[config.mk]
export PLATFORM = sky130hd
export DESIGN_NAME = spa_ctrl
export DESIGN_NICKNAME = d
export VERILOG_FILES = /design/src/rtl/core/spa_pkg.sv /design/src/rtl/core/spa_ctrl.sv
export SDC_FILE = /design/constraint.sdc
export NUM_CORES = 1
export LEC_CHECK = 0
export BUFFER_PORTS_ARGS = -buffer_cell sky130_fd_sc_hd__buf_4
export CAP_MARGIN = 20
export CORE_MARGIN = 2
export CORE_UTILIZATION = 40
export CTS_CLUSTER_SIZE = 12
export DETAILED_ROUTE_END_ITERATION = 8
export PLACE_DENSITY = 0.73
export SKIP_LAST_GASP = 1
export SLEW_MARGIN = 15
export SYNTH_ARGS = -nofsm -noshare
export SYNTH_HDL_FRONTEND = slang
export SYNTH_SLANG_ARGS = --single-unit
[constraint.sdc]
create_clock -name clk_i -period 2.1 [get_ports clk_i]
set_input_delay 0.105 -clock clk_i [delete_from_list [all_inputs] [get_ports clk_i]]
set_output_delay 0.105 -clock clk_i [all_outputs]
set_load 0.02 [all_outputs]
[src/rtl/core/spa_pkg.sv]
// Shared constants, register map, operation codes and control types of the sparse polynomial ALU.
`default_nettype none
package spa_pkg;

  localparam int MaxTerms  = 8;
  localparam int WorkDepth = 64;

  localparam int TermIdxW  = $clog2(MaxTerms);
  localparam int TermCntW  = $clog2(MaxTerms + 1);
  localparam int WorkAddrW = $clog2(WorkDepth);
  localparam int WorkCntW  = $clog2(WorkDepth + 1);

  localparam int CoefW   = 32;
  localparam int ExpW    = 10;
  localparam int OutExpW = 11;
  localparam int OpW     = 3;
  localparam int PaddrW  = 5;
  localparam int RegIdxW = 3;

  localparam logic [OpW-1:0] OpAdd   = 3'd0;
  localparam logic [OpW-1:0] OpSub   = 3'd1;
  localparam logic [OpW-1:0] OpScale = 3'd2;
  localparam logic [OpW-1:0] OpProd  = 3'd3;
  localparam logic [OpW-1:0] OpMono  = 3'd4;
  localparam logic [OpW-1:0] OpEval  = 3'd5;

  localparam logic [RegIdxW-1:0] RegOperation = 3'd0;
  localparam logic [RegIdxW-1:0] RegScale     = 3'd1;
  localparam logic [RegIdxW-1:0] RegPoint     = 3'd2;
  localparam logic [RegIdxW-1:0] RegMonoCoef  = 3'd3;
  localparam logic [RegIdxW-1:0] RegMonoExp   = 3'd4;

  localparam logic [CoefW-1:0] CoefOne      = 32'd1;
  localparam logic [CoefW-1:0] CoefMinusOne = 32'hFFFF_FFFF;

  typedef struct packed {
    logic [OpW-1:0]   op;
    logic [CoefW-1:0] scale;
    logic [CoefW-1:0] point;
    logic [CoefW-1:0] mono_coef;
    logic [ExpW-1:0]  mono_exp;
  } cfg_t;

  typedef struct packed {
    logic load;
    logic gen_init;
    logic gen_mul;
    logic gen_wr;
    logic m_init;
    logic m_skip_i;
    logic m_rd_i;
    logic m_ld_i;
    logic m_skip_j;
    logic m_rd_j;
    logic m_cmp;
    logic m_wb;
    logic e_init;
    logic e_skip;
    logic e_rd;
    logic e_out_term;
    logic e_out_empty;
    logic e_out_eval;
    logic ev_term_init;
    logic ev_mul_r;
    logic ev_sq;
    logic ev_cmul;
    logic ev_acc;
    logic finish;
  } cmd_t;

  typedef struct packed {
    logic start;
    logic is_eval;
    logic has_term;
    logic mi_done;
    logic mi_valid;
    logic mj_done;
    logic mj_valid;
    logic any;
    logic ek_last;
    logic ev_done;
    logic e_zero;
    logic e_odd;
    logic out_free;
  } sts_t;

endpackage
`default_nettype wire

[src/rtl/core/spa_ctrl.sv]
// Controller state machine: sequences load, term generation, merge, emit and evaluation.
`default_nettype none
module spa_ctrl import spa_pkg::*; (
  input  logic clk_i,
  input  logic rst_ni,
  input  logic in_valid_i,
  input  sts_t sts_i,
  output cmd_t cmd_o
);

  localparam logic [4:0] SLoad    = 5'd0;
  localparam logic [4:0] SInit    = 5'd1;
  localparam logic [4:0] SGenMul  = 5'd2;
  localparam logic [4:0] SGenWr   = 5'd3;
  localparam logic [4:0] SMRdI    = 5'd4;
  localparam logic [4:0] SMLdI    = 5'd5;
  localparam logic [4:0] SMRdJ    = 5'd6;
  localparam logic [4:0] SMCmp    = 5'd7;
  localparam logic [4:0] SMWb     = 5'd8;
  localparam logic [4:0] SERd     = 5'd9;
  localparam logic [4:0] SEOut    = 5'd10;
  localparam logic [4:0] SEEmpty  = 5'd11;
  localparam logic [4:0] SEvTerm  = 5'd12;
  localparam logic [4:0] SEvStep  = 5'd13;
  localparam logic [4:0] SEvSq    = 5'd14;
  localparam logic [4:0] SEvAcc   = 5'd15;

  logic [4:0] state_q, state_d;

  always_ff @(posedge clk_i or negedge rst_ni) begin
    if (!rst_ni) state_q <= SLoad;
    else         state_q <= state_d;
  end

  always_comb begin
    state_d = state_q;
    cmd_o   = '0;
    case (state_q)
      SLoad: begin
        cmd_o.load = 1'b1;
        if (in_valid_i && sts_i.start) state_d = SInit;
      end
      SInit: begin
        cmd_o.gen_init = 1'b1;
        state_d = sts_i.is_eval ? SEvTerm : SGenMul;
      end
      SGenMul: begin
        if (!sts_i.has_term) begin
          cmd_o.m_init = 1'b1;
          state_d = SMRdI;
        end else begin
          cmd_o.gen_mul = 1'b1;
          state_d = SGenWr;
        end
      end
      SGenWr: begin
        cmd_o.gen_wr = 1'b1;
        state_d = SGenMul;
      end
      SMRdI: begin
        if (sts_i.mi_done) begin
          cmd_o.e_init = 1'b1;
          state_d = sts_i.any ? SERd : SEEmpty;
        end else if (!sts_i.mi_valid) begin
          cmd_o.m_skip_i = 1'b1;
        end else begin
          cmd_o.m_rd_i = 1'b1;
          state_d = SMLdI;
        end
      end
      SMLdI: begin
        cmd_o.m_ld_i = 1'b1;
        state_d = SMRdJ;
      end
      SMRdJ: begin
        if (sts_i.mj_done) begin
          state_d = SMWb;
        end else if (sts_i.mj_valid) begin
          cmd_o.m_rd_j = 1'b1;
          state_d = SMCmp;
        end else begin
          cmd_o.m_skip_j = 1'b1;
        end
      end
      SMCmp: begin
        cmd_o.m_cmp = 1'b1;
        state_d = SMRdJ;
      end
      SMWb: begin
        cmd_o.m_wb = 1'b1;
        state_d = SMRdI;
      end
      SERd: begin
        if (!sts_i.mi_valid) begin
          cmd_o.e_skip = 1'b1;
        end else begin
          cmd_o.e_rd = 1'b1;
          state_d = SEOut;
        end
      end
      SEOut: begin
        if (sts_i.out_free) begin
          cmd_o.e_out_term = 1'b1;
          if (sts_i.ek_last) begin
            cmd_o.finish = 1'b1;
            state_d = SLoad;
          end else begin
            state_d = SERd;
          end
        end
      end
      SEEmpty: begin
        if (sts_i.out_free) begin
          cmd_o.e_out_empty = 1'b1;
          cmd_o.finish = 1'b1;
          state_d = SLoad;
        end
      end
      SEvTerm: begin
        if (sts_i.ev_done) begin
          if (sts_i.out_free) begin
            cmd_o.e_out_eval = 1'b1;
            cmd_o.finish = 1'b1;
            state_d = SLoad;
          end
        end else begin
          cmd_o.ev_term_init = 1'b1;
          state_d = SEvStep;
        end
      end
      SEvStep: begin
        if (sts_i.e_zero) begin
          cmd_o.ev_cmul = 1'b1;
          state_d = SEvAcc;
        end else if (sts_i.e_odd) begin
          cmd_o.ev_mul_r = 1'b1;
          state_d = SEvSq;
        end else begin
          cmd_o.ev_sq = 1'b1;
        end
      end
      SEvSq: begin
        cmd_o.ev_sq = 1'b1;
        state_d = SEvStep;
      end
      SEvAcc: begin
        cmd_o.ev_acc = 1'b1;
        state_d = SEvTerm;
      end
      default: begin
        state_d = SLoad;
      end
    endcase
  end

endmodule
`default_nettype wire

==> flow_summary.json <==
{
  "hold_path.class": "input port to async pin",
  "crit_path_max_incr_delay_ns": 0.41,
  "grt_usage": 0.245,
  "rrSetupSlack_ns": 0.20,
  "die_area_mm2": 0.00220,
  "wl_um": 2550,
  "p_sw_frac": 0.478,
  "top_register": "state_q",
  "antenna_found_initial": 0,
  "async_flop_share": 1.00,
  "die_h_um": 46.9,
  "cts_max_level": 1,
  "globalplace.congestion": 0.946,
  "syn_inst": 112,
  "tns_ns": 0,
  "synth.distinct_cells": 38,
  "startpoint": "state_q[4]",
  "finalInstanceArea_mm2": 0.00110,
  "port_buffers": 39,
  "drt_pass1_iterations": 4,
  "fin_worst_skew_ns": 0.000679,
  "path_cells": "buf_4, or3_1, buf_4, nor3_1, buf_4",
  "final-setup-viol-count": 0,
  "fmax_ghz": 0.520,
  "rr_endpoint": "state_q[3]",
  "hold_viol_final": 0,
  "critPathBufInv": 3,
  "outcome": "finished, final reports clean",
  "p_leak_nw": 0.535,
  "start_util": 0.427,
  "crit_required_ns": 2.00,
  "area_growth_pct": 49.9,
  "crit_cells": 5,
  "final_cell_mix": "46 x buf_4, 19 x nor2_1, 7 x nor3_1, 7 x inv_1, 7 x nand2_1",
  "path_clk_slew_ns": 0.04,
  "grt_overflow": 0,
  "route.vias.total": 983,
  "syn-num-nets": 128,
  "final_common_cell": "buf_4",
  "cp-start-kind": "flop",
  "crit_family": "simple AND/OR/NAND/NOR gates",
  "pwr-share-comb": 0.677,
  "drcViolationCount": 0,
  "cellPowerDensity_mw_per_mm2": 806,
  "synth_top_area_share": 0.170,
  "synth_area_leaders": "dfrtp_1 17%, nor2_1 9.7%, nor2b_1 5.1%",
  "largest_reg_flops": 5,
  "syn_area_per_cell_um2": 6.58,
  "grt_pass1_wl_um": 3910,
  "worst_r2r_path_depth": 6,
  "synth_edf_count": 0,
  "timing.rr.start": "state_q[0]",
  "cts_buffers": 3,
  "p_seq_frac": 0.200,
  "first_global_vias": 842,
  "dp.final_hpwl_um": 2050,
  "critPathCapture": "cmd_o[19]",
  "whs_ns": 0.223,
  "routedWlPerCell_um": 14.2,
  "synth_top_area_cell": "dfrtp_1",
  "layout.nets": 172,
  "clk_path_buf_depth": 2,
  "ys_ff_latch": 5,
  "core-area_mm2": 0.00173,
  "clock_latency_ns": 0.24,
  "post_cts.repair.setup_buffers": 0,
  "switchingPower_mw": 0.426,
  "drt_iter0_drc": 13,
  "root_buffer": "clkbuf_4",
  "placed_area_mm2": 0.00107,
  "tritoncts": "done",
  "slowest_stage": "dfrtp_1",
  "die_w_um": 46.9,
  "via_per_inst": 5.46,
  "ioPinCount": 40,
  "crit_top_cell": "buf_4",
  "reg_top3": "state_q x5",
  "ys_warn_count": 0,
  "finalMaxSlewViolations": 0,
  "fin_crit_ns": 1.92,
  "syn-cell-area_um2": 737,
  "final_util": 0.640,
  "endpoint_kind": "output pin",
  "fin_crit_sh": 0.915,
  "fp-row-count": 15,
  "rsz0062_at_grt": "false",
  "maxCapViolCount": 0,
  "cts.sinks": 5,
  "synth_seq_area_share": 0.170,
  "clkPwrFrac": 0.123,
  "p_int_mw": 0.464,
  "synth_ff_type": "dfrtp_1",
  "n_antenna_cell": 0,
  "drive_gt1_frac": 0.374,
  "grt_max_degree": 17,
  "arrival_ns": 1.82,
  "drtAntennaViolNets": 0,
  "critPathKind": "flop to output pin",
  "crit_fanout": 9,
  "vdd_drop_max_uv": 556
}
[per-stage QoR]
stage / setup slack [ns] / std cells / power, mW
2_1_floorplan: 0.0794 / 112 / 0.581
3_3_place_gp: 0.255 / 175 / 0.754
3_5_place_dp: 0.143 / 175 / 0.771
4_1_cts: 0.133 / 180 / 0.885
5_1_grt: 0.0401 / 180 / 0.967
6_report: 0.178 / 180 / 0.890
[power by group through the flow]
stage	logic, mW	clock network [mW]	registers (mW)
final	0.603	0.110	0.178
after detailed placement	0.594	0	0.177
after floorplan	0.439	0	0.141
after global routing	0.657	0.123	0.187
after global placement	0.580	0	0.173
after CTS	0.596	0.114	0.175
[cell usage after synthesis, drive strengths merged, types with 3 or more instances]
library cell  number
nand2              7
o21ai              7
o22ai              3
nor3b              3
dfrtp              5
or3                3
buf                7
a21oi              4
nor3               7
nand2b             4
inv                7
or3b               3
nor2              19
nand3              3
nor2b              6
[how the worst min path moves through the flow]
stage                 from          to  slack [ns]  cells after the start
floorplan           rst_ni  state_q[0]       -0.19                      0
detailed placement  rst_ni  state_q[3]       -0.09                      1
CTS                 rst_ni  state_q[2]        0.19                      2
global route        rst_ni  state_q[3]        0.22                      2
finish              rst_ni  state_q[3]        0.22                      2
global placement    rst_ni  state_q[0]       -0.09                      1
[timing repair]
action,4_1_cts,5_1_grt
endpoints found under the setup margin,0,1
hold endpoints to repair,5,0
resized for setup,0,1
hold buffers,1,0
[cell families (layout without fill, tap and decap cells)]
logic type             Yosys count  after routing  synth area share
and+or+nand+nor                 67             67             0.506
buffers and inverters           15             58            0.0985
other                            1              1           0.00509
AOI/OAI and AO/OA               23             23             0.205
muxes                            1              1            0.0153
DFF                              5              5             0.170
[worst reg2reg max path: cells and delay by family, from the launching register on]
family / cells / cell delay, ns
AO/OA/AOI/OAI: 2 / 0.42
buffers and inverters: 1 / 0.20
flip-flops: 1 / 0.43
AND/OR/NAND/NOR: 3 / 0.77
[per-layer routing]
layer  vias up  part of all wire  global-route usage
met3         2             0.060              0.0538
met5         -                 0                   0
met1       457              0.47               0.331
met2        41              0.46               0.395
met4         0            0.0067              0.0667
li1        483                 -                   -
[layout make-up]
class / instances / area, um^2
flip-flops and latches: 5 / 126
repair buffers: 47 / 355
clock buffers: 4 / 26.3
well taps: 25 / 31.3
inverters: 7 / 26.3
multi-input cells: 92 / 539
fillers: 181 / 622
Power figures use the tool's default switching activity.
